`config.mk`:
```
export PLATFORM = sky130hd
export DESIGN_NAME = shc_fifo
export DESIGN_NICKNAME = d
export VERILOG_FILES = /design/src/hdl/symmetric_heuristic_cache_defines.svh /design/src/hdl/shc_pkg.sv /design/src/hdl/shc_fifo.sv
export SDC_FILE = /design/constraint.sdc
export NUM_CORES = 1
export LEC_CHECK = 0
export BUFFER_PORTS_ARGS = -buffer_cell sky130_fd_sc_hd__buf_4
export CAP_MARGIN = 20
export CELL_PAD_IN_SITES_DETAIL_PLACEMENT = 0
export CELL_PAD_IN_SITES_GLOBAL_PLACEMENT = 1
export CORE_UTILIZATION = 39
export CTS_CLUSTER_DIAMETER = 200
export DETAILED_ROUTE_END_ITERATION = 6
export PLACE_DENSITY_LB_ADDON = 0.25
export SLEW_MARGIN = 20
export SYNTH_ARGS = -nofsm -noshare
export SYNTH_HDL_FRONTEND = slang
export SYNTH_SLANG_ARGS = --single-unit
```
`constraint.sdc`:
```
create_clock -name i_clk -period 3.65 [get_ports i_clk]
set_input_delay 0.73 -clock i_clk [delete_from_list [all_inputs] [get_ports i_clk]]
set_output_delay 0.73 -clock i_clk [all_outputs]
set_load 0.005 [all_outputs]
```
`src/hdl/symmetric_heuristic_cache_defines.svh`:
```
// Assertion macros for the symmetric heuristic cache.
// Included by the top level; depends on nothing else.
`ifndef SYMMETRIC_HEURISTIC_CACHE_DEFINES_SVH
`define SYMMETRIC_HEURISTIC_CACHE_DEFINES_SVH

// Same-cycle implication, checked outside reset.
`define SHC_ASSERT_SAME(lbl, clk, rst_n, ante, cons) \
    lbl: assert property (@(posedge clk) disable iff (!(rst_n)) (ante) |-> (cons)) \
        else $error("shc assertion failed");

// Next-cycle implication, checked outside reset.
`define SHC_ASSERT_NEXT(lbl, clk, rst_n, ante, cons) \
    lbl: assert property (@(posedge clk) disable iff (!(rst_n)) (ante) |=> (cons)) \
        else $error("shc assertion failed");

`endif

```
`src/hdl/shc_pkg.sv`:
```
// Shared types and constants for the symmetric heuristic cache.
// Used by every module of the block; depends on nothing.
package shc_pkg;

    localparam int KEY_W     = 64;
    localparam int COST_W    = 32;
    localparam int IDX8_W    = 8;
    localparam int CFG_IDX_W = 4;
    localparam int CFG_DAT_W = 8;
    localparam int OPND_W    = 10;   // signed dividend of the fold remainders
    localparam int QUEUE_DEPTH = 2;
    localparam int QPTR_W    = 1;
    localparam int QCNT_W    = 2;

    localparam logic [CFG_IDX_W-1:0] CFG_ORIENT_CNT  = 4'd0;
    localparam logic [CFG_IDX_W-1:0] CFG_STEER_PARTS = 4'd1;

    localparam logic [IDX8_W-1:0] ORIENT_CNT_RST  = 8'd16;
    localparam logic [IDX8_W-1:0] STEER_PARTS_RST = 8'd1;

    localparam logic [1:0] FOLD_HALF    = 2'd0;
    localparam logic [1:0] FOLD_QUARTER = 2'd1;
    localparam logic [1:0] FOLD_EIGHTH  = 2'd2;

    typedef enum logic [2:0] {
        ST_HIT      = 3'd0,
        ST_MISS     = 3'd1,
        ST_INSERTED = 3'd2,
        ST_PRESENT  = 3'd3,
        ST_FULL     = 3'd4
    } t_status;

    typedef enum logic [2:0] {
        FR_IDLE,
        FR_FOLD,
        FR_MOD_START,
        FR_MOD_WAIT,
        FR_PUSH
    } t_front_state;

    typedef enum logic [1:0] {
        TGT_GH,
        TGT_SS,
        TGT_GS
    } t_target;

    typedef enum logic [1:0] {
        BK_IDLE,
        BK_SCAN,
        BK_DONE
    } t_back_state;

    typedef struct packed {
        logic              func;
        logic [KEY_W-1:0]  key;
        logic [COST_W-1:0] cost;
    } t_req;

    typedef struct packed {
        logic                     start;
        logic signed [OPND_W-1:0] dividend;
        logic [IDX8_W-1:0]        divisor;
    } t_rem_req;

    typedef struct packed {
        logic              done;
        logic [IDX8_W-1:0] result;
    } t_rem_rsp;

endpackage

```
`src/hdl/shc_fifo.sv`:
```
// Short request queue between the front end and the table scanner.
// Depends on shc_pkg.
module shc_fifo (
    input  logic          i_clk,
    input  logic          i_rst_n,
    input  logic          i_valid,
    output logic          o_ready,
    input  shc_pkg::t_req i_data,
    output logic          o_valid,
    input  logic          i_ready,
    output shc_pkg::t_req o_data
);
    shc_pkg::t_req              r_mem [shc_pkg::QUEUE_DEPTH];
    logic [shc_pkg::QPTR_W-1:0] r_wr_ptr, r_rd_ptr;
    logic [shc_pkg::QCNT_W-1:0] r_count;
    logic                       push, pop;

    assign o_ready = (r_count != shc_pkg::QCNT_W'(shc_pkg::QUEUE_DEPTH));
    assign o_valid = (r_count != '0);
    assign push    = i_valid && o_ready;
    assign pop     = o_valid && i_ready;
    assign o_data  = r_mem[r_rd_ptr];

    always_ff @(posedge i_clk) begin
        if (!i_rst_n) begin
            r_wr_ptr <= '0;
            r_rd_ptr <= '0;
            r_count  <= '0;
        end else begin
            if (push) begin
                r_wr_ptr <= (r_wr_ptr == shc_pkg::QPTR_W'(shc_pkg::QUEUE_DEPTH - 1)) ?
                            '0 : r_wr_ptr + 1'b1;
            end
            if (pop) begin
                r_rd_ptr <= (r_rd_ptr == shc_pkg::QPTR_W'(shc_pkg::QUEUE_DEPTH - 1)) ?
                            '0 : r_rd_ptr + 1'b1;
            end
            case ({push, pop})
                2'b10:   r_count <= r_count + 1'b1;
                2'b01:   r_count <= r_count - 1'b1;
                default: r_count <= r_count;
            endcase
        end
    end

    always_ff @(posedge i_clk) begin
        if (push) r_mem[r_wr_ptr] <= i_data;
    end

endmodule

```
# Word level (Yosys, flattened, before mapping)
# Memory sizes are Yosys's and may differ from the RTL's. A register that Yosys moved wholly into a read port is not among the register bits.
# Cells that the tools add are included.
# W data, S select, Z words.
[totals] memories=1 ram_bits=194 reg_bits=4 input_bits=101 elab_cells=22 out_inout_bits=99
[classes] n_reduce_logical=4 n_mux=7 n_eq_ne=3 n_addsub=4
[mem_list] memory="r_mem" depth=2 word_bits=97 rd=1 rd_ports_with_merged_regs=1 wr=1 line="shc_fifo.sv:13" rtl="shc_pkg::t_req r_mem [shc_pkg::QUEUE_DEPTH];"
[ops] cell="$mux W1" count=6
[ops] cell="$pmux W2 S2" count=1
[ops] cell="$reduce_bool A2 Y1" count=2
[ops] cell="$add A1 B1 Y1 const B" count=2
[ops] cell="$add A2 B1 Y2 const B" count=1
[ops] cell="$eq A2 B1 Y1 const B" count=1
[ops] cell="$eq A2 B2 Y1 const B" count=1
[ops] cell="$logic_and A1 B1 Y1" count=2
[ops] cell="$ne A2 B2 Y1 const B" count=1
[ops] cell="$sub A2 B1 Y2 const B" count=1

# Depth between registers and ports, before layout
[depth] ltp_word=4 ltp_mapped=6 ltp_nobuf=6

# Worst setup path after synthesis
# OpenSTA, ideal clock, no wires.
[synth_timing] path_kind="input -> register" start="input i_valid" end="memory r_mem[1][0] in the netlist's numbering (enable)" setup_ps=467 n_path_buf=0 stages=1 required_ps=3183 path_slack_ps=155 t_arrival_ps=3028 cell_sequence="and3_1"
[synth_between] elab_chain_cells=3
[synth_rtl] item="from (decl)" line="shc_fifo.sv:6" rtl="input logic i_valid,"
[synth_rtl] item="$logic_and A1 B1 Y1" line="shc_fifo.sv:20" rtl="assign push = i_valid && o_ready;"
[synth_rtl] item="$mux W1" line="shc_fifo.sv:47" rtl="if (push) r_mem[r_wr_ptr] <= i_data;"
[synth_rtl] item="$mux W1 (not written as such)" line="shc_fifo.sv:47"
[synth_rtl] item="to (decl)" line="shc_fifo.sv:13"
# No other way between the ends.

==> flow_summary.yaml <==
run_status:
  status: "complete, but fails checks"
  violations: "DRC"
power_and_ir_drop:
  powerDensity_nw_per_um2: 681
  vdd_drop_max_uv: 362
  finalPower_uw: 6540
  p_leak_uw: 0.00354
synth:
  synth_area_um2: 7230
  ys_warn_count: 0
  ys_types: 21
  synth.net_count: 428
  yosys_most_used_dff: "edfxtp_1"
  synth-seq-area-share: 0.819
  synth-seq-cells: 199
  synth_edf_count: 194
  syn_area_per_cell_um2: 22.2
  syn-instance-count: 326
  async_flop_share: 0
layout:
  final_common_cell: "buf_4"
  n_antenna_cell: 0
  area_growth_pct: 32.9
  multiInputGateArea_um2: 1230
  n_fill_cell: 1469
  final_cell_mix: "buf_4, edfxtp_1, mux2_2"
  seq_area_um2: 5930
  final_cells: 781
  nNetsFinal: 641
  drive_gt1_frac: 0.612
route:
  drt.antenna.violating_nets: 0
  dr_total_vias: 3642
  viasPerCell: 4.66
  dr.first_iter.drc_count: 228
  first_pass_iters: 6
  drc: 27
  routed_wl_um: 13500
  avgRoutedWirePerCell_um: 17.3
global_route:
  antenna_found_initial: 0
  grt_pass1_wl_um: 21300
  grt_max_degree: 70
  grt_usage: 0.149
  grt_pass1_vias: 3905
  grt_overflow: 0
clock_tree:
  htree_num_levels: 4
  cts_resized: 0
  cts_setup_buffers: 0
  cts_buffers: 17
  ctsHoldBuffers: 0
  clock_path_buffers: 2
  clkLatencyLatePin_ps: 420
  cts_tree: "built"
  cts_root_buf: "clkbuf_16"
  cts_sinks: 199
  clk_pin_slew_worst_paths_ps: 70
worst_hold_path:
  holdPathEnd: "r_mem[0][89]$_DFFE_PP_"
  hp-class: "in -> reg"
  hold_depth: 1
  min-delay-start: "i_data[89]"
sta:
  rsz0062_at_grt: "false"
  finClkSkew_ps: 10.1
  finalCritPeriodShare: 0.725
  fin_crit_ps: 2640
  fin_tns_setup_ps: 0
  hold_viol_final: 0
  drv_slew: 0
  worstMarginPinSlew_ps: 480
  timing.fmax_mhz: 378
  finalSetupViolCount: 0
  slew_headroom: 0.680
floorplan:
  coreArea_um2: 18100
  row_count: 49
  die_x_um: 138
  die_h_um: 138
  io_pins: 200
  start_util: 0.400
  fp.dieArea_um2: 19100
critical_path:
  crit_top_cell: "buf_4"
  worstPathArrival_ps: 1910
  r2r_cells: 4
  rr_endpoint: "r_mem[0][5]$_DFFE_PP_"
  cpMaxStageDelayCell: "dfxtp_4"
  reg2reg_from: "r_count[0]$_SDFFE_PN0P_"
  critical_path_class: "reg -> out"
  startpoint_type: "flop"
  crit_chain: "buf_4, mux2_2, buf_4"
  cp.required_ps: 2920
  critPathMaxStageDelay_ps: 530
  path_max_fanout: 29
  cp-end-kind: "output pin"
  rrSetupSlack_ps: 1640
place:
  dp.cells: 749
  dp_hpwl_um: 8860
  place.gp.congestion: 0.750
  port_buffers: 199
run:
  cap_violations: 0
-- per-stage QoR --
| step | area (µm²) | hold slack [ps] | setup slack, ps | utilization |
|---|---|---|---|---|
| 2_1_floorplan | 7230 | 479 | 155 | - |
| 3_3_place_gp | 9010 | 498 | 1460 | 0.498 |
| 3_5_place_dp | 9010 | 523 | 1420 | 0.498 |
| 4_1_cts | 9610 | 461 | 944 | 0.531 |
| 5_1_grt | 9610 | 457 | 888 | 0.531 |
| 6_report | 9610 | 485 | 1010 | 0.531 |
-- critical path: cells and delay by family (launching register included) --
family	cells	cell delay, ps
buf+inv	2	540
flops	1	530
mux	1	410
-- Yosys cell counts, types with 2 or more instances --
cell type / n / share of area
buf_2: 7 / 0.0048
buf_6: 4 / 0.0062
dfxtp_1: 5 / 0.014
nor2b_1: 2 / 0.0017
edfxtp_1: 194 / 0.81
mux2_2: 97 / 0.15
xnor2_1: 3 / 0.0036
-- cells by family (layout without fill, tap and decap cells) --
group                      after synthesis  in the layout  synth area share
AOI/OAI and AO/OA                        5              5           0.00519
xor gates and xnor gates                 3              3           0.00363
buffers and inverters                   12            238            0.0116
DFF                                    199            199             0.819
muxes                                   97             97             0.151
and+or+nand+nor                          9              9           0.00761
adders and majority gates                1              1           0.00173
-- state kept, by name (all words and copies together) (netlist names), named ones only --
signal and count:
r_mem 194, r_count 2, r_rd_ptr 1, r_wr_ptr 1
-- power by group --
group	switching, µW	internal [µW]
combinational	693	977
sequential	112	2880
clock	848	1030
-- final cells by class --
class | instances | area share
Timing Repair Buffer | 205 | 0.163
Inverter | 1 | 0.000651
Multi-Input combinational cell | 115 | 0.128
Sequential cell | 199 | 0.617
Clock inverter | 14 | 0.0174
Clock buffer | 18 | 0.0446
Tap cell | 229 | 0.0298
-- worst max-delay path by stage --
stage	start	cells after the start	slack (ps)	to
global route	flop	3	890	o_data[25]
floorplan	i_valid	1	150	r_mem[1][0]$_DFFE_PP_
global placement	flop	3	1460	o_data[25]
CTS	flop	3	940	o_data[25]
detailed placement	flop	3	1420	o_data[25]
finish	flop	3	1010	o_data[25]
-- metal layers --
layer / vias up / share of wire / GRT usage
li1: 1714 / - / -
met1: 1780 / 0.44 / 0.192
met2: 137 / 0.47 / 0.226
met3: 11 / 0.083 / 0.0630
met4: 0 / 0.0089 / 0.0497
met5: - / 0 / 0
Note: power is estimated with default switching activity, not from simulation.
