File: src/hdl/symmetric_heuristic_cache_defines.svh
// Assertion macros for the symmetric heuristic cache.
// Included by the top level; depends on nothing else.
`ifndef SYMMETRIC_HEURISTIC_CACHE_DEFINES_SVH
`define SYMMETRIC_HEURISTIC_CACHE_DEFINES_SVH

// Same-cycle implication, checked outside reset.
`define SHC_ASSERT_SAME(lbl, clk, rst_n, ante, cons) \
    lbl: assert property (@(posedge clk) disable iff (!(rst_n)) (ante) |-> (cons)) \
        else $error("shc assertion failed");

// Next-cycle implication, checked outside reset.
`define SHC_ASSERT_NEXT(lbl, clk, rst_n, ante, cons) \
    lbl: assert property (@(posedge clk) disable iff (!(rst_n)) (ante) |=> (cons)) \
        else $error("shc assertion failed");

`endif

File: src/hdl/shc_pkg.sv
// Shared types and constants for the symmetric heuristic cache.
// Used by every module of the block; depends on nothing.
package shc_pkg;

    localparam int KEY_W     = 64;
    localparam int COST_W    = 32;
    localparam int IDX8_W    = 8;
    localparam int CFG_IDX_W = 4;
    localparam int CFG_DAT_W = 8;
    localparam int OPND_W    = 10;   // signed dividend of the fold remainders
    localparam int QUEUE_DEPTH = 2;
    localparam int QPTR_W    = 1;
    localparam int QCNT_W    = 2;

    localparam logic [CFG_IDX_W-1:0] CFG_ORIENT_CNT  = 4'd0;
    localparam logic [CFG_IDX_W-1:0] CFG_STEER_PARTS = 4'd1;

    localparam logic [IDX8_W-1:0] ORIENT_CNT_RST  = 8'd16;
    localparam logic [IDX8_W-1:0] STEER_PARTS_RST = 8'd1;

    localparam logic [1:0] FOLD_HALF    = 2'd0;
    localparam logic [1:0] FOLD_QUARTER = 2'd1;
    localparam logic [1:0] FOLD_EIGHTH  = 2'd2;

    typedef enum logic [2:0] {
        ST_HIT      = 3'd0,
        ST_MISS     = 3'd1,
        ST_INSERTED = 3'd2,
        ST_PRESENT  = 3'd3,
        ST_FULL     = 3'd4
    } t_status;

    typedef enum logic [2:0] {
        FR_IDLE,
        FR_FOLD,
        FR_MOD_START,
        FR_MOD_WAIT,
        FR_PUSH
    } t_front_state;

    typedef enum logic [1:0] {
        TGT_GH,
        TGT_SS,
        TGT_GS
    } t_target;

    typedef enum logic [1:0] {
        BK_IDLE,
        BK_SCAN,
        BK_DONE
    } t_back_state;

    typedef struct packed {
        logic              func;
        logic [KEY_W-1:0]  key;
        logic [COST_W-1:0] cost;
    } t_req;

    typedef struct packed {
        logic                     start;
        logic signed [OPND_W-1:0] dividend;
        logic [IDX8_W-1:0]        divisor;
    } t_rem_req;

    typedef struct packed {
        logic              done;
        logic [IDX8_W-1:0] result;
    } t_rem_rsp;

endpackage

File: src/hdl/shc_req_if.sv
// Request channel of the symmetric heuristic cache: valid, ready, pose pair.
// Depends on nothing.
interface shc_req_if;
    logic        valid;
    logic        ready;
    logic        func;
    logic [15:0] start_x;
    logic [15:0] start_y;
    logic [7:0]  start_heading;
    logic [7:0]  start_steer;
    logic [15:0] goal_x;
    logic [15:0] goal_y;
    logic [7:0]  goal_heading;
    logic [7:0]  goal_steer;
    logic [31:0] cost_in;

    modport source (
        output valid, func, start_x, start_y, start_heading, start_steer,
               goal_x, goal_y, goal_heading, goal_steer, cost_in,
        input  ready
    );
    modport sink (
        input  valid, func, start_x, start_y, start_heading, start_steer,
               goal_x, goal_y, goal_heading, goal_steer, cost_in,
        output ready
    );
endinterface

File: src/hdl/shc_rem.sv
// Bit-serial truncating remainder of a small signed value by an 8-bit count.
// Depends on shc_pkg.
module shc_rem (
    input  logic               i_clk,
    input  logic               i_rst_n,
    input  shc_pkg::t_rem_req  i_req,
    output shc_pkg::t_rem_rsp  o_rsp
);
    localparam int MAG_W = shc_pkg::OPND_W - 1;
    localparam int CNT_W = $clog2(MAG_W + 1);

    logic                          r_busy;
    logic                          r_done;
    logic [CNT_W-1:0]              r_cnt;
    logic [MAG_W-1:0]              r_mag;
    logic [shc_pkg::IDX8_W-1:0]    r_rem;
    logic [shc_pkg::IDX8_W-1:0]    r_div;
    logic [shc_pkg::IDX8_W-1:0]    r_low;
    logic [shc_pkg::IDX8_W-1:0]    r_result;
    logic                          r_neg;
    logic [shc_pkg::IDX8_W:0]      shifted;
    logic [shc_pkg::IDX8_W-1:0]    rem_step;
    logic [shc_pkg::OPND_W-1:0]    neg_dividend;

    always_comb begin
        shifted      = {r_rem, r_mag[MAG_W-1]};
        rem_step     = (shifted >= {1'b0, r_div}) ?
                       shifted[shc_pkg::IDX8_W-1:0] - r_div : shifted[shc_pkg::IDX8_W-1:0];
        neg_dividend = shc_pkg::OPND_W'(0) - i_req.dividend;
    end

    // control
    always_ff @(posedge i_clk) begin
        if (!i_rst_n) begin
            r_busy <= 1'b0;
            r_done <= 1'b0;
            r_cnt  <= '0;
        end else begin
            r_done <= 1'b0;
            if (i_req.start) begin
                r_busy <= 1'b1;
                r_cnt  <= CNT_W'(MAG_W);
            end else if (r_busy) begin
                r_cnt <= r_cnt - 1'b1;
                if (r_cnt == CNT_W'(1)) begin
                    r_busy <= 1'b0;
                    r_done <= 1'b1;
                end
            end
        end
    end

    // datapath: shift one dividend bit in per cycle
    always_ff @(posedge i_clk) begin
        if (i_req.start) begin
            r_neg <= i_req.dividend[shc_pkg::OPND_W-1];
            r_mag <= i_req.dividend[shc_pkg::OPND_W-1] ? neg_dividend[MAG_W-1:0]
                                                       : i_req.dividend[MAG_W-1:0];
            r_rem <= '0;
            r_div <= i_req.divisor;
            r_low <= i_req.dividend[shc_pkg::IDX8_W-1:0];
        end else if (r_busy) begin
            r_rem <= rem_step;
            r_mag <= {r_mag[MAG_W-2:0], 1'b0};
            if (r_cnt == CNT_W'(1)) begin
                if (r_div == '0) begin
                    r_result <= r_low;
                end else if (r_neg) begin
                    r_result <= shc_pkg::IDX8_W'(0) - rem_step;
                end else begin
                    r_result <= rem_step;
                end
            end
        end
    end

    assign o_rsp.done   = r_done;
    assign o_rsp.result = r_result;

endmodule

File: src/hdl/shc_front.sv
// Front end: accepts a pose pair, folds it into the first octant, queues the key.
// Depends on shc_pkg, shc_req_if and shc_rem.
module shc_front (
    input  logic                       i_clk,
    input  logic                       i_rst_n,
    input  logic [shc_pkg::IDX8_W-1:0] i_orient_cnt,
    input  logic [shc_pkg::IDX8_W-1:0] i_steer_parts,
    shc_req_if.sink                    i_req,
    output logic                       o_q_valid,
    input  logic                       i_q_ready,
    output shc_pkg::t_req              o_q_data
);
    localparam int W8 = shc_pkg::IDX8_W;

    shc_pkg::t_front_state r_state, n_state;
    shc_pkg::t_target      r_tgt, n_tgt;
    logic [1:0]            r_fold, n_fold;
    logic [15:0]           r_dx, n_dx, r_dy, n_dy;
    logic [W8-1:0]         r_sh, n_sh, r_gh, n_gh, r_ss, n_ss, r_gs, n_gs;
    logic                  r_func, n_func;
    logic [shc_pkg::COST_W-1:0] r_cost, n_cost;

    logic [W8-1:0]         half_o, quarter_o, eighth_o, bound;
    logic                  fold_take;
    shc_pkg::t_rem_req     rem_req;
    shc_pkg::t_rem_rsp     rem_rsp;

    shc_rem u_rem (
        .i_clk   (i_clk),
        .i_rst_n (i_rst_n),
        .i_req   (rem_req),
        .o_rsp   (rem_rsp)
    );

    always_comb begin
        half_o    = i_orient_cnt >> 1;
        quarter_o = i_orient_cnt >> 2;
        eighth_o  = i_orient_cnt >> 3;
        case (r_fold)
            shc_pkg::FOLD_HALF:    bound = half_o;
            shc_pkg::FOLD_QUARTER: bound = quarter_o;
            default:               bound = eighth_o;
        endcase
        fold_take = r_sh > bound;
    end

    // divider operand: heading folds about the axis, steering reflects about zero
    always_comb begin
        rem_req.start = (r_state == shc_pkg::FR_MOD_START);
        case (r_tgt)
            shc_pkg::TGT_GH: begin
                rem_req.dividend = {2'b00, i_orient_cnt}
                    + ((r_fold == shc_pkg::FOLD_QUARTER) ? {2'b00, half_o} : {2'b00, quarter_o})
                    - {2'b00, r_gh};
                rem_req.divisor  = i_orient_cnt;
            end
            shc_pkg::TGT_SS: begin
                rem_req.dividend = {2'b00, i_steer_parts} - {2'b00, r_ss};
                rem_req.divisor  = i_steer_parts;
            end
            default: begin
                rem_req.dividend = {2'b00, i_steer_parts} - {2'b00, r_gs};
                rem_req.divisor  = i_steer_parts;
            end
        endcase
    end

    // next state
    always_comb begin
        n_state = r_state;
        case (r_state)
            shc_pkg::FR_IDLE: begin
                if (i_req.valid) n_state = shc_pkg::FR_FOLD;
            end
            shc_pkg::FR_FOLD: begin
                if (fold_take) begin
                    n_state = shc_pkg::FR_MOD_START;
                end else if (r_fold == shc_pkg::FOLD_EIGHTH) begin
                    n_state = shc_pkg::FR_PUSH;
                end
            end
            shc_pkg::FR_MOD_START: n_state = shc_pkg::FR_MOD_WAIT;
            shc_pkg::FR_MOD_WAIT: begin
                if (rem_rsp.done) begin
                    if (r_tgt != shc_pkg::TGT_GS) begin
                        n_state = shc_pkg::FR_MOD_START;
                    end else if (r_fold == shc_pkg::FOLD_EIGHTH) begin
                        n_state = shc_pkg::FR_PUSH;
                    end else begin
                        n_state = shc_pkg::FR_FOLD;
                    end
                end
            end
            shc_pkg::FR_PUSH: begin
                if (i_q_ready) n_state = shc_pkg::FR_IDLE;
            end
            default: n_state = shc_pkg::FR_IDLE;
        endcase
    end

    // outputs
    always_comb begin
        i_req.ready   = (r_state == shc_pkg::FR_IDLE);
        o_q_valid     = (r_state == shc_pkg::FR_PUSH);
    end

    // datapath next values
    always_comb begin
        n_tgt  = r_tgt;
        n_fold = r_fold;
        n_dx   = r_dx;
        n_dy   = r_dy;
        n_sh   = r_sh;
        n_gh   = r_gh;
        n_ss   = r_ss;
        n_gs   = r_gs;
        n_func = r_func;
        n_cost = r_cost;
        case (r_state)
            shc_pkg::FR_IDLE: begin
                n_fold = shc_pkg::FOLD_HALF;
                n_tgt  = shc_pkg::TGT_GH;
                n_dx   = i_req.goal_x - i_req.start_x;
                n_dy   = i_req.goal_y - i_req.start_y;
                n_sh   = i_req.start_heading;
                n_gh   = i_req.goal_heading;
                n_ss   = i_req.start_steer;
                n_gs   = i_req.goal_steer;
                n_func = i_req.func;
                n_cost = i_req.cost_in;
            end
            shc_pkg::FR_FOLD: begin
                if (fold_take) begin
                    case (r_fold)
                        shc_pkg::FOLD_HALF: begin
                            n_dy  = 16'd0 - r_dy;
                            n_sh  = i_orient_cnt - r_sh;
                            n_gh  = (r_gh == '0) ? '0 : i_orient_cnt - r_gh;
                            n_tgt = shc_pkg::TGT_SS;
                        end
                        shc_pkg::FOLD_QUARTER: begin
                            n_dx  = 16'd0 - r_dx;
                            n_sh  = half_o - r_sh;
                            n_tgt = shc_pkg::TGT_GH;
                        end
                        default: begin
                            n_dx  = r_dy;
                            n_dy  = r_dx;
                            n_sh  = quarter_o - r_sh;
                            n_tgt = shc_pkg::TGT_GH;
                        end
                    endcase
                end else if (r_fold != shc_pkg::FOLD_EIGHTH) begin
                    n_fold = r_fold + 2'd1;
                end
            end
            shc_pkg::FR_MOD_WAIT: begin
                if (rem_rsp.done) begin
                    case (r_tgt)
                        shc_pkg::TGT_GH: begin
                            n_gh  = rem_rsp.result;
                            n_tgt = shc_pkg::TGT_SS;
                        end
                        shc_pkg::TGT_SS: begin
                            n_ss  = rem_rsp.result;
                            n_tgt = shc_pkg::TGT_GS;
                        end
                        default: begin
                            n_gs  = rem_rsp.result;
                            n_tgt = shc_pkg::TGT_GH;
                            if (r_fold != shc_pkg::FOLD_EIGHTH) n_fold = r_fold + 2'd1;
                        end
                    endcase
                end
            end
            default: ;
        endcase
    end

    always_ff @(posedge i_clk) begin
        if (!i_rst_n) begin
            r_state <= shc_pkg::FR_IDLE;
            r_tgt   <= shc_pkg::TGT_GH;
            r_fold  <= shc_pkg::FOLD_HALF;
        end else begin
            r_state <= n_state;
            r_tgt   <= n_tgt;
            r_fold  <= n_fold;
        end
    end

    always_ff @(posedge i_clk) begin
        r_dx   <= n_dx;
        r_dy   <= n_dy;
        r_sh   <= n_sh;
        r_gh   <= n_gh;
        r_ss   <= n_ss;
        r_gs   <= n_gs;
        r_func <= n_func;
        r_cost <= n_cost;
    end

    assign o_q_data.func = r_func;
    assign o_q_data.key  = {r_dx, r_dy, r_sh, r_gh, r_ss, r_gs};
    assign o_q_data.cost = r_cost;

endmodule

File: src/flat_wrapper.sv
// flat-port wrapper written by rule: the top's interface ports become plain ports
module shc_front_flat 
  (i_clk, i_rst_n, i_orient_cnt, i_steer_parts, o_q_valid, i_q_ready, o_q_data, i_req_valid, i_req_func, i_req_start_x, i_req_start_y, i_req_start_heading, i_req_start_steer, i_req_goal_x, i_req_goal_y, i_req_goal_heading, i_req_goal_steer, i_req_cost_in, i_req_ready);
  shc_req_if i_req_i ();
  input  logic i_clk;
  input  logic i_rst_n;
  input  logic [shc_pkg::IDX8_W-1:0] i_orient_cnt;
  input  logic [shc_pkg::IDX8_W-1:0] i_steer_parts;
  output logic o_q_valid;
  input  logic i_q_ready;
  output shc_pkg::t_req o_q_data;
  input wire logic [$bits(i_req_i.valid)-1:0] i_req_valid;
  input wire logic [$bits(i_req_i.func)-1:0] i_req_func;
  input wire logic [$bits(i_req_i.start_x)-1:0] i_req_start_x;
  input wire logic [$bits(i_req_i.start_y)-1:0] i_req_start_y;
  input wire logic [$bits(i_req_i.start_heading)-1:0] i_req_start_heading;
  input wire logic [$bits(i_req_i.start_steer)-1:0] i_req_start_steer;
  input wire logic [$bits(i_req_i.goal_x)-1:0] i_req_goal_x;
  input wire logic [$bits(i_req_i.goal_y)-1:0] i_req_goal_y;
  input wire logic [$bits(i_req_i.goal_heading)-1:0] i_req_goal_heading;
  input wire logic [$bits(i_req_i.goal_steer)-1:0] i_req_goal_steer;
  input wire logic [$bits(i_req_i.cost_in)-1:0] i_req_cost_in;
  output wire logic [$bits(i_req_i.ready)-1:0] i_req_ready;
  assign i_req_i.valid = i_req_valid;
  assign i_req_i.func = i_req_func;
  assign i_req_i.start_x = i_req_start_x;
  assign i_req_i.start_y = i_req_start_y;
  assign i_req_i.start_heading = i_req_start_heading;
  assign i_req_i.start_steer = i_req_start_steer;
  assign i_req_i.goal_x = i_req_goal_x;
  assign i_req_i.goal_y = i_req_goal_y;
  assign i_req_i.goal_heading = i_req_goal_heading;
  assign i_req_i.goal_steer = i_req_goal_steer;
  assign i_req_i.cost_in = i_req_cost_in;
  assign i_req_ready = i_req_i.ready;
  shc_front u_core (.i_clk(i_clk), .i_rst_n(i_rst_n), .i_orient_cnt(i_orient_cnt), .i_steer_parts(i_steer_parts), .i_req(i_req_i), .o_q_valid(o_q_valid), .i_q_ready(i_q_ready), .o_q_data(o_q_data));
endmodule
File: config.mk
export PLATFORM = sky130hd
export DESIGN_NAME = shc_front_flat
export DESIGN_NICKNAME = d
export VERILOG_FILES = /design/src/hdl/symmetric_heuristic_cache_defines.svh /design/src/hdl/shc_pkg.sv /design/src/hdl/shc_req_if.sv /design/src/hdl/shc_rem.sv /design/src/hdl/shc_front.sv /design/src/flat_wrapper.sv
export SDC_FILE = /design/constraint.sdc
export NUM_CORES = 1
export LEC_CHECK = 0
export ABC_AREA = 1
export BUFFER_PORTS_ARGS = -buffer_cell sky130_fd_sc_hd__buf_2
export CAP_MARGIN = 5
export CELL_PAD_IN_SITES_DETAIL_PLACEMENT = 1
export CELL_PAD_IN_SITES_GLOBAL_PLACEMENT = 2
export CORE_AREA = 2 2 195 197
export CTS_CLUSTER_SIZE = 30
export DETAILED_ROUTE_END_ITERATION = 10
export DIE_AREA = 0 0 197 199
export PLACE_DENSITY = 0.78
export SLEW_MARGIN = 20
export SYNTH_ARGS = -nofsm -noshare
export SYNTH_HDL_FRONTEND = slang
export SYNTH_SLANG_ARGS = --single-unit
export TNS_END_PERCENT = 10
File: constraint.sdc
create_clock -name i_clk -period 4.4 [get_ports i_clk]
set_clock_uncertainty 0.05 [all_clocks]
set_input_delay 0.44 -clock i_clk [delete_from_list [all_inputs] [get_ports i_clk]]
set_output_delay 0.44 -clock i_clk [all_outputs]
set_load 0.03 [all_outputs]
* After elaboration in Yosys (flattened, before gate mapping)
Cells that the tools add are included.
Cells by class: mux-type cells 54, reduce and logical (&&, ||, !) cells 22, add/sub/neg operators 17, bitwise operators 3, magnitude comparators 2, eq/ne operators 22
Operators by type and width (number):
- 16-bit one-hot mux with 2 select lines | 4
- 8-bit two-way mux | 13
- 8-bit one-hot mux with 2 select lines | 4
- 18-bit one-hot mux with 2 select lines | 1
- 16-bit two-way mux | 2
- 1-bit by 16-bit subtractor with 16-bit output, first input constant | 2
- 16-bit subtractor | 2
- 9-bit two-way mux | 3
- 8-bit one-hot mux with 3 select lines | 1
- 8-bit subtractor | 3
- 3-bit two-way mux | 7
- 2-bit != test, second input constant | 9
- 3-bit AND reduction | 6
- 8-bit by 8-bit subtractor with 9-bit output | 2
- 8-bit zero test | 2
- 3-bit one-hot mux with 5 select lines | 1
- 7-bit one-hot mux with 2 select lines | 1
- 2-bit two-way mux | 6
- 2-bit one-hot mux with 3 select lines | 2
- 8-bit by 10-bit adder with 10-bit output | 1
- 10-bit by 8-bit subtractor with 10-bit output | 1
- 9-bit by 8-bit greater-or-equal comparator with 1-bit output | 1
- 1-bit by 9-bit subtractor with 9-bit output, first input constant | 1
- 8-bit greater-than comparator | 1
- 27 further kinds | 44
Storage, ports and cells: input bits 149, flip-flop bits (word level) 152, output and inout bits 99

* Longest topological paths before layout
Gate-level depths: netlist of the first run.
depth after elaboration 8, mapped depth 22, mapped depth without buffers 21

* Modules after synthesis
Synthesis of the first run repeated with hierarchy kept, for this count alone.
Unflattened totals: cell total of the unflattened synthesis 1565, area, all modules 11955.2 sq um
Modules (own cells, without submodules):
- shc_front | cells an instance 1254, area each 9260.1 sq um, times used 1
- shc_rem | cells an instance 311, area each 2695.1 sq um, times used 1

* Least setup slack after synthesis of the first run
OpenSTA, ideal clock, no wires.
path type flip-flop to flip-flop, from reg u_core.r_state[1], to reg u_core.r_dy[10], enable pin, stages on the path, launching flop included 6, required time 3.958 ns, setup time 0.392 ns, buffers on the path 0, arrival 3.951 ns, setup slack 0.007 ns, cell sequence dfxtp_1 > nor2_1 > inv_1 > nor2_1 > clkinv_1 > a21oi_1
On the way: word-level cells in the longest chain between the ends 3, elaborated cells on any way between the ends 6
Ends and longest elaborated chain:
- from (decl) | RTL line shc_front.sv:15 | shc_pkg::t_front_state r_state, n_state;
- from (signal assigned) | RTL line shc_front.sv:182 | r_state <= shc_pkg::FR_IDLE;
- from (signal assigned) | RTL line shc_front.sv:186 | r_state <= n_state;
- 3-bit zero test
- via i_req_ready | RTL line flat_wrapper.sv:23 | output wire logic [$bits(i_req_i.ready)-1:0] i_req_ready;
- 2-bit nonzero test (no source line)
- 3-bit AND reduction (no source line)
- to (signal assigned) | RTL line shc_front.sv:194 | r_dy <= n_dy;
- to (decl) | RTL line shc_front.sv:18 | logic [15:0] r_dx, n_dx, r_dy, n_dy;
The timed path passes the listed nets, and every way through them passes these cells. A chain may end at the register's enable or synchronous reset.

* Worst setup path after layout of the first run
from reg u_core.r_fold[1], to reg u_core.r_gh[2], enable pin
On the way: word-level cells in the longest chain between the ends 5, elaborated cells on any way between the ends 7
Ends and longest elaborated chain:
- from (decl) | RTL line shc_front.sv:17 | logic [1:0] r_fold, n_fold;
- from (signal assigned) | RTL line shc_front.sv:184 | r_fold <= shc_pkg::FOLD_HALF;
- from (signal assigned) | RTL line shc_front.sv:188 | r_fold <= n_fold;
- 2-bit by 1-bit equality test with 1-bit output or 2-bit zero test (tied branches) | RTL line shc_front.sv:39, shc_front.sv:134
- 7-bit one-hot mux with 2 select lines | RTL line shc_front.sv:39 | case (r_fold)
- 8-bit greater-than comparator | RTL line shc_front.sv:44 | fold_take = r_sh > bound;
- 2-bit by 1-bit != test with 1-bit output (no source line)
- 5-bit AND reduction (no source line) (*)
- to (signal assigned) | RTL line shc_front.sv:196 | r_gh <= n_gh;
- to (decl) | RTL line shc_front.sv:19 | logic [W8-1:0] r_sh, n_sh, r_gh, n_gh, r_ss, n_ss, r_gs, n_gs;
Every way passes the cells marked *; elsewhere a longest branch is shown, timed or not.

==> impl_metrics.json, run 1 <==
{
  "yosys.area.top_type_share_pct": 33.5,
  "critPathTopFamily": "buffers and inverters",
  "synth.avg_cell_area_um2": 7.58,
  "post-place-ws_ns": 0.602,
  "core-area_mm2": 0.0371,
  "rr_worst_depth": 16,
  "drt_iter0_markers": 556,
  "grt_pass1_wl_um": 63100,
  "clockBufferDepth": 2,
  "power_density_mw_per_mm2": 836,
  "cts-resized-gates": 0,
  "stdcell_count": 2287,
  "cts.sinks": 152,
  "final_core_util_pct": 38.1,
  "routed_via_density": 4.91,
  "power.leakage_nw": 7.10,
  "antenna_found_initial": 0,
  "ir_worst_vdd_uv": 353,
  "fmax_mhz": 263,
  "worstHoldPathCells": 1,
  "drc_errors": 0,
  "synthCells": 1548,
  "grt_max_degree": 38,
  "run_status": "completed",
  "synth_cell_types": 49,
  "syn_area_mm2": 0.0117,
  "path_clk_slew_ns": 0.07,
  "cpMaxStageDelayCell": "clkinv_1",
  "min_to": "u_core.r_cost[29]$_DFFE_PP_",
  "ant_nets": 0,
  "yosys_warnings": 0,
  "grt_pass1_vias": 11600,
  "grt_overflow_total": 0,
  "dr_total_vias": 11200,
  "cp-end-kind": "flop",
  "fin_crit_sh_pct": 86.4,
  "crit_buf_inv": 5,
  "relSlewSlack_pct": 44.7,
  "r2r_setup_slack_ns": 0.60,
  "crit_path_cell_trace": "inv_1 -> ha_1 -> buf_4 -> clkinv_1 -> o22ai_1 -> a21oi_1 -> ha_1 -> inv_1 -> o31ai_1 -> nand2_1 -> nand2_1 -> nand2_1 -> nand2_1 -> nand2_1 -> a211oi_1 -> buf_4",
  "finalHoldViolations": 0,
  "synth_top_cells_by_area": "edfxtp_1, nand2_1, ha_1",
  "postCtsSetupBuffers": 0,
  "worstPathRequired_ns": 4.50,
  "setup_ws_ns": 0.600,
  "hp-start": "i_req_cost_in[29]",
  "synth_fp_nets": 1806,
  "rsz0062_at_grt": "false",
  "setup_tns_ns": 0,
  "fp.dieH_um": 199,
  "ys.flop_type": "edfxtp_1",
  "port_buffers": 247,
  "first_pass_iters": 4,
  "place.gp.congestion": 0.870,
  "avgRoutedWirePerCell_um": 17.9,
  "grtUsageTotal_pct": 20.9,
  "path_class": "reg2reg",
  "finalCriticalPeriod_ns": 3.80,
  "cts_tree": "yes",
  "async_flop_share_pct": 0,
  "cp-start-kind": "flop",
  "core.rowCount": 71,
  "synth_edf_count": 131,
  "yosys.area.top_type": "edfxtp_1",
  "crit_start": "u_core.r_fold[1]$_SDFFE_PN0P_",
  "r2r_end": "u_core.r_gh[2]$_DFFE_PP_",
  "routed_wl_um": 41000,
  "die_w_um": 197,
  "critPathMostFrequentCell": "nand2_1",
  "ctsHoldBuffers": 0,
  "placed_area_mm2": 0.0135,
  "ios": 248,
  "dieArea_mm2": 0.0392,
  "design_area_mm2": 0.0142,
  "antenna_cells": 0,
  "area_growth_pct": 20.6,
  "slew_violations": 0,
  "ys_seq_area_share_pct": 37.1,
  "crit_fanout": 19,
  "mostFrequentLayoutCell": "nand2_1",
  "cts_max_level": 4,
  "cts_buffers": 17,
  "clk_latency_ns": 0.44,
  "root_buffer": "clkbuf_16",
  "min_path_type": "in2reg",
  "dp_cells": 2255,
  "drive_above_1_share_pct": 18.4,
  "worst_slew_pin_slew_ns": 0.829,
  "setup_violations": 0,
  "ys_seq_elements": 152,
  "r2r-start": "u_core.r_fold[1]$_SDFFE_PN0P_",
  "initial_core_util_pct": 31.6,
  "dp_hpwl_um": 33800,
  "layout.nets": 2058,
  "cpPeakStageDelay_ns": 0.48,
  "final_cell_mix": "nand2_1, inv_1, buf_2, nand3_1, edfxtp_1",
  "cap_violations": 0,
  "arrival_ns": 3.90
}
sequential cells by signal (all words and copies together), names as in the netlist:
signal	count
u_core.r_sh	8
u_core.u_rem.r_div	8
u_core.r_gh	8
u_core.u_rem.r_result	8
u_core.r_cost	32
u_core.r_fold	2
u_core.u_rem.r_neg	1
u_core.u_rem.r_low	8
u_core.r_dx	16
u_core.u_rem.r_done	1
u_core.r_dy	16
u_core.r_state	3
u_core.u_rem.r_mag	9
u_core.r_gs	8
u_core.u_rem.r_rem	8
u_core.r_func	1
u_core.r_ss	8
u_core.u_rem.r_cnt	4
u_core.u_rem.r_busy	1
u_core.r_tgt	2
per-layer routing:
layer	track usage, %	share of wire (%)	up-vias
li1	-	-	5637
met1	26.1	45	5391
met2	38.1	51	174
met3	2.58	2.7	37
met4	5.37	1.6	0
met5	0	0	-
where the power goes:
part / leakage [nW] / internal [W] / switching (W)
sequential: 1.45 / 0.00255 / 0.000475
combinational: 5.35 / 0.00219 / 0.00501
clock: 0.300 / 0.000912 / 0.000688
total: 7.10 / 0.00565 / 0.00617
stage by stage:
stage	hold WS, ns	power (W)
3_3_place_gp	0.423	0.0101
2_1_floorplan	0.410	0.00805
6_report	0.119	0.0118
5_1_grt	0.0958	0.0129
3_5_place_dp	0.439	0.0103
4_1_cts	0.0948	0.0120
final cells by class:
| cell class | count | area [um^2] |
|---|---|---|
| inverter | 283 | 1060 |
| sequential | 152 | 4350 |
| clock buffer | 18 | 429 |
| multi-input combinational | 1087 | 6200 |
| clock inverter | 14 | 190 |
| tap | 474 | 593 |
| fill | 4670 | 23000 |
| timing repair buffer | 259 | 1330 |
how the worst max path moves through the flow:
stage	end	cells after the start
global placement	u_core.r_gh[7]$_DFFE_PP_	16
detailed placement	u_core.r_gh[6]$_DFFE_PP_	16
global route	u_core.r_gh[2]$_DFFE_PP_	16
floorplan	u_core.r_dy[10]$_DFFE_PP_	5
CTS	u_core.r_gh[6]$_DFFE_PP_	16
finish	u_core.r_gh[2]$_DFFE_PP_	16
synthesized netlist by cell type, types with 10 or more instances:
| cell | instances |
|---|---|
| nand2_1 | 398 |
| inv_1 | 271 |
| nand3_1 | 136 |
| edfxtp_1 | 131 |
| ha_1 | 94 |
| a21oi_1 | 89 |
| nor2_1 | 89 |
| o21ai_0 | 81 |
| nand4_1 | 25 |
| dfxtp_1 | 21 |
| xor2_1 | 20 |
| fa_1 | 15 |
| o22ai_1 | 15 |
| clkbuf_1 | 14 |
| o211ai_1 | 12 |
| nand3b_1 | 11 |
| nor3_1 | 10 |
cells by family (layout without fill, tap and decap cells):
group / after synthesis / after routing / share of synthesized area, %
DFF: 152 / 152 / 37.1
xor gates and xnor gates: 24 / 24 / 1.79
adders and majority gates: 109 / 109 / 12.6
and+or+nand+nor: 706 / 706 / 26.4
AOI/OAI and AO/OA: 248 / 248 / 12.1
buffers and inverters: 309 / 574 / 10.1
Note: power is estimated with default switching activity, not from simulation.
==> inputs of run 2 (changes only) <==
--- a/config.mk
+++ b/config.mk
@@ -14,6 +14,7 @@
 export CTS_CLUSTER_SIZE = 30
 export DETAILED_ROUTE_END_ITERATION = 10
 export DIE_AREA = 0 0 197 199
+export MAX_ROUTING_LAYER = met4
 export PLACE_DENSITY = 0.78
 export SLEW_MARGIN = 20
 export SYNTH_ARGS = -nofsm -noshare
==> run 2 against run 1 <==
  * Global-route usage is 0.63 points higher
  * Final area stayed put
  * Core utilization stayed put
  * Combinational power hardly changed
  * Maximum frequency is 0.61% lower
  * Critical endpoint unchanged
==> impl_metrics.json, run 2 (synthesized netlist as in run 1, its figures left out) <==
{
  "antenna_found_initial": 0,
  "fillers": 4670,
  "grt_pass1_vias": 11600,
  "cts_tree": "yes",
  "power.leakage_nw": 7.10,
  "postCtsSetupBuffers": 0,
  "drt_iter0_markers": 545,
  "path_class": "reg2reg",
  "cts-resized-gates": 0,
  "port_buffers": 247,
  "cp-start-kind": "flop",
  "cts_max_level": 4,
  "cts.sinks": 152,
  "grt_overflow_total": 0,
  "dr_total_vias": 11200,
  "initial_core_util_pct": 31.6,
  "finalHoldViolations": 0,
  "power_density_mw_per_mm2": 835,
  "fmax_mhz": 262,
  "critPathMostFrequentCell": "nand2_1",
  "cap_violations": 0,
  "antenna_cells": 0,
  "top_regs": "u_core.r_cost (32), u_core.r_dx (16), u_core.r_dy (16)",
  "cpMaxStageDelayCell": "clkinv_1",
  "regArea_mm2": 0.00435,
  "comb_power_share_pct": 60.9,
  "core-area_mm2": 0.0371,
  "run_status": "completed",
  "layout.nets": 2058,
  "place.gp.congestion": 0.884,
  "die_w_um": 197,
  "cpPeakStageDelay_ns": 0.49,
  "ctsHoldBuffers": 0,
  "crit_path_cell_trace": "inv_1 -> ha_1 -> buf_4 -> clkinv_1 -> o22ai_1 -> a21oi_1 -> ha_1 -> inv_1 -> o31ai_1 -> nand2_1 -> nand2_1 -> nand2_1 -> nand2_1 -> nand2_1 -> a211oi_1 -> buf_4",
  "finalCriticalPeriod_ns": 3.82,
  "fin_crit_sh_pct": 86.9,
  "setup_violations": 0,
  "min_path_type": "in2reg",
  "path_clk_slew_ns": 0.07,
  "routed_wl_um": 40900,
  "ir_worst_vdd_uv": 353,
  "grt_max_degree": 38,
  "avgRoutedWirePerCell_um": 17.9,
  "seqPwrFrac_pct": 25.6,
  "clock_power_share_pct": 13.6,
  "crit_fanout": 19,
  "rr_worst_depth": 16,
  "arrival_ns": 3.92,
  "dieArea_mm2": 0.0392,
  "mostFrequentLayoutCell": "nand2_1",
  "regMostFlops": "u_core.r_cost",
  "worstPathRequired_ns": 4.50,
  "ant_nets": 0,
  "switching_share_pct": 52.2,
  "rsz0062_at_grt": "false",
  "multi_input_area_mm2": 0.00620,
  "ios": 248,
  "largest_reg_flops": 32,
  "p_sw_w": 0.00617,
  "drive_above_1_share_pct": 18.4,
  "clockBufferDepth": 2,
  "grtUsageTotal_pct": 21.5,
  "dp_hpwl_um": 33800,
  "core.rowCount": 71,
  "clk_latency_ns": 0.44,
  "holdWs_ns": 0.118,
  "setup_tns_ns": 0,
  "p_int_w": 0.00565,
  "fp.dieH_um": 199,
  "area_growth_pct": 20.6,
  "first_pass_iters": 4,
  "final_cell_mix": "nand2_1, inv_1, buf_2, nand3_1, edfxtp_1",
  "cts_buffers": 17,
  "relSlewSlack_pct": 44.5,
  "slew_violations": 0,
  "worst_slew_pin_slew_ns": 0.832,
  "drc_errors": 0,
  "routed_via_density": 4.92,
  "cp-end-kind": "flop",
  "grt_pass1_wl_um": 63100,
  "worstHoldPathCells": 1,
  "root_buffer": "clkbuf_16"
}
[run 2: cell counts in the layout (fill, tap and decap cells not counted)]
No cell type changed its count.
[run 2: area by class of cell]
cell class              instances  share of cell area, %
well taps                     474                   4.19
flip-flops and latches        152                   30.8
multi-input cells            1087                   43.8
clock buffers                  18                   3.03
repair buffers                259                   9.37
inverters                     283                   7.50
clock inverters                14                   1.34
[run 2: stage by stage]
step | power, W | utilization (%) | cells | setup slack (ns) | area [um^2]
3_3_place_gp | 0.0101 | 36.5 | 2255 | 0.737 | 13500
2_1_floorplan | 0.00805 | - | 1548 | 0.00720 | 11700
5_1_grt | 0.0129 | 38.1 | 2287 | 0.191 | 14200
4_1_cts | 0.0120 | 38.1 | 2287 | 0.575 | 14200
3_5_place_dp | 0.0103 | 36.5 | 2255 | 0.602 | 13500
6_report | 0.0118 | 38.1 | 2287 | 0.577 | 14200
[run 2: power groups by stage]
| stage | registers [W] | logic (W) | clock network, W |
|---|---|---|---|
| 2_1_floorplan | 0.00383 | 0.00421 | 0 |
| 3_3_place_gp | 0.00304 | 0.00708 | 0 |
| 3_5_place_dp | 0.00305 | 0.00725 | 0 |
| 4_1_cts | 0.00303 | 0.00729 | 0.00163 |
| 5_1_grt | 0.00310 | 0.00807 | 0.00169 |
| 6_report | 0.00302 | 0.00720 | 0.00160 |
[run 2: path summary, 6_finish.rpt]
check / slack, ns / startpoint / end
min reg2reg: 0.45 / u_core.u_rem.r_cnt[2]$_SDFFE_PP0P_ / u_core.u_rem.r_cnt[2]$_SDFFE_PP0P_
max: 0.58 / u_core.r_fold[1]$_SDFFE_PN0P_ / u_core.r_gh[2]$_DFFE_PP_
min: 0.12 / i_req_cost_in[29] / u_core.r_cost[29]$_DFFE_PP_
max reg2reg: 0.58 / u_core.r_fold[1]$_SDFFE_PN0P_ / u_core.r_gh[2]$_DFFE_PP_
[run 2: metal layers]
layer | vias to the layer above | global-route usage (%) | share of wire [%]
met3 | 35 | 2.59 | 2.7
met5 | - | - | 0
met4 | 0 | 5.29 | 1.6
li1 | 5639 | - | -
met2 | 188 | 38.0 | 51
met1 | 5381 | 26.2 | 45
[run 2: critical path, delay by kind of cell, from the launching register on]
family / cells / cell delay (ns)
buffers and inverters: 5 / 1.16
and+or+nand+nor: 5 / 0.54
DFF: 1 / 0.33
AOI/OAI and AO/OA: 4 / 0.78
adders and majority gates: 2 / 0.64
==> inputs of run 3 (changes only) <==
--- a/config.mk
+++ b/config.mk
@@ -10,12 +10,12 @@
 export CAP_MARGIN = 5
 export CELL_PAD_IN_SITES_DETAIL_PLACEMENT = 1
 export CELL_PAD_IN_SITES_GLOBAL_PLACEMENT = 2
-export CORE_AREA = 2 2 195 197
+export CORE_AREA = 2 2 192 194
 export CTS_CLUSTER_SIZE = 30
 export DETAILED_ROUTE_END_ITERATION = 10
-export DIE_AREA = 0 0 197 199
+export DIE_AREA = 0 0 194 196
 export MAX_ROUTING_LAYER = met4
-export PLACE_DENSITY = 0.78
+export PLACE_DENSITY = 0.89
 export SLEW_MARGIN = 20
 export SYNTH_ARGS = -nofsm -noshare
 export SYNTH_HDL_FRONTEND = slang
==> constraint.sdc (replaced) <==
create_clock -name i_clk -period 4.9 [get_ports i_clk]
set_clock_uncertainty 0.05 [all_clocks]
set_input_delay 0.49 -clock i_clk [delete_from_list [all_inputs] [get_ports i_clk]]
set_output_delay 0.49 -clock i_clk [all_outputs]
set_load 0.03 [all_outputs]
==> run 3 against run 2 <==
  * First-iteration DRC count up 0.55%
  * Cell count shrank 0.44%
  * Core utilization up 0.85 points
  * Routed wire length decreased by 0.80%
  * Die area down 3.0%
  * Clock-buffer cell count is the same
  * Critical endpoint is now u_core.r_gh[6]$_DFFE_PP_
  * Largest cell class unchanged
==> impl_metrics.json, run 3 (synthesized netlist as in run 1, its figures left out) <==
{
  "ant_nets": 0,
  "p_total_w": 0.0106,
  "relSlewSlack_pct": 42.7,
  "run_status": "completed",
  "setup_violations": 0,
  "grt_max_degree": 39,
  "fp.dieH_um": 196,
  "ctsHoldBuffers": 0,
  "drive_above_1_share_pct": 18.2,
  "crit_fanout": 25,
  "finalHoldViolations": 0,
  "dieArea_mm2": 0.0380,
  "holdWs_ns": 0.164,
  "clk_latency_ns": 0.45,
  "worstPathRequired_ns": 5.00,
  "power_density_mw_per_mm2": 752,
  "cts_buffers": 17,
  "power.leakage_nw": 7.04,
  "dp_hpwl_um": 33400,
  "path_class": "reg2reg",
  "fillers": 4560,
  "first_pass_iters": 5,
  "worst_slew_pin_slew_ns": 0.856,
  "ios": 248,
  "routed_via_density": 5.00,
  "root_buffer": "clkbuf_16",
  "cts-resized-gates": 0,
  "cts_tree": "yes",
  "antenna_found_initial": 2,
  "rsz0062_at_grt": "false",
  "place.gp.congestion": 0.899,
  "slew_violations": 0,
  "fin_crit_sh_pct": 73.6,
  "final_cell_mix": "nand2_1, inv_1, buf_2, nand3_1, edfxtp_1",
  "mostFrequentLayoutCell": "nand2_1",
  "cts.sinks": 152,
  "port_buffers": 247,
  "die_w_um": 194,
  "setup_tns_ns": 0,
  "arrival_ns": 3.71,
  "ir_worst_vdd_uv": 386,
  "top_regs": "u_core.r_cost (32), u_core.r_dx (16), u_core.r_dy (16)",
  "cp-end-kind": "flop",
  "cts_max_level": 4,
  "core.rowCount": 70,
  "core-area_mm2": 0.0361,
  "finalCriticalPeriod_ns": 3.61,
  "clockBufferDepth": 2,
  "avgRoutedWirePerCell_um": 17.8,
  "layout.nets": 2052,
  "postCtsSetupBuffers": 0,
  "grt_overflow_total": 0,
  "cp-start-kind": "flop",
  "drt_iter0_markers": 548,
  "routed_wl_um": 40600,
  "fmax_mhz": 277,
  "grtUsageTotal_pct": 22.0,
  "min_path_type": "in2reg",
  "regMostFlops": "u_core.r_cost",
  "area_growth_pct": 19.8,
  "largest_reg_flops": 32,
  "grt_pass1_wl_um": 63700,
  "cap_violations": 0,
  "path_clk_slew_ns": 0.07,
  "drc_errors": 0,
  "grt_pass1_vias": 12000,
  "dr_total_vias": 11400,
  "initial_core_util_pct": 32.5
}
-- run 3: cell count changes in the layout (fill, tap and decap cells not counted) --
cell / delta
inv_8: +1
clkinv_2: +1
buf_4: -6
a21oi_2: +2
clkinvlp_4: +3
diode_2: +2
clkinv_1: +1
clkinv_4: -4
bufinv_16: -2
a21oi_1: -2
-- run 3: layout make-up --
class / instances / area [um^2] / share of cell area, %
Tap cell: 468 / 586 / 4.16
Inverter: 283 / 1060 / 7.55
Timing Repair Buffer: 253 / 1280 / 9.11
Clock inverter: 14 / 138 / 0.979
Multi-Input combinational cell: 1087 / 6210 / 44.2
Sequential cell: 152 / 4350 / 31.0
Clock buffer: 18 / 429 / 3.05
Antenna cell: 2 / 5.00 / 0.0356
-- run 3: path summary, 6_finish.rpt --
path | start | endpoint | slack, ns | depth (start not counted)
min reg2reg | u_core.r_fold[1]$_SDFFE_PN0P_ | u_core.r_fold[1]$_SDFFE_PN0P_ | 0.44 | 2
min | i_req_func | u_core.r_func$_DFFE_PP_ | 0.16 | 1
max reg2reg | u_core.r_fold[1]$_SDFFE_PN0P_ | u_core.r_gh[6]$_DFFE_PP_ | 1.29 | 16
max | u_core.r_fold[1]$_SDFFE_PN0P_ | u_core.r_gh[6]$_DFFE_PP_ | 1.29 | 16
-- run 3: per-stage QoR --
step / utilization [%] / instance area [um^2] / std cells / setup WS [ns]
6_report: 39.0 / 14100 / 2277 / 1.29
5_1_grt: 39.0 / 14100 / 2277 / 0.854
4_1_cts: 38.9 / 14100 / 2275 / 1.31
3_5_place_dp: 37.4 / 13500 / 2243 / 1.32
3_3_place_gp: 37.4 / 13500 / 2243 / 1.43
2_1_floorplan: - / 11700 / 1548 / 0.507
-- run 3: worst max-delay path: stages, from the launching register on --
cell,delay (ns)
dfxtp_1,0.32
inv_1,0.09
ha_1,0.16
buf_4,0.28
clkinv_1,0.52
o22ai_1,0.28
a21oi_1,0.10
ha_1,0.32
a21oi_1,0.08
o31ai_1,0.21
nand2_1,0.08
nand2_1,0.08
nand2_1,0.07
nand2_1,0.12
nand2_1,0.13
a211oi_1,0.20
buf_4,0.23
-- run 3: layer usage --
layer | wire [um] | vias to the layer above | GRT usage, %
met5 | 0 | - | -
met4 | 957 | 0 | 6.87
met3 | 1760 | 59 | 3.70
met2 | 20700 | 246 | 38.5
met1 | 17200 | 5447 | 25.7
li1 | - | 5632 | -
-- run 3: power by group --
group	switching, W	total (W)	internal [W]
Sequential	0.000488	0.00278	0.00229
Combinational	0.00452	0.00646	0.00194
Clock	0.000620	0.00133	0.000713
Total	0.00563	0.0106	0.00494
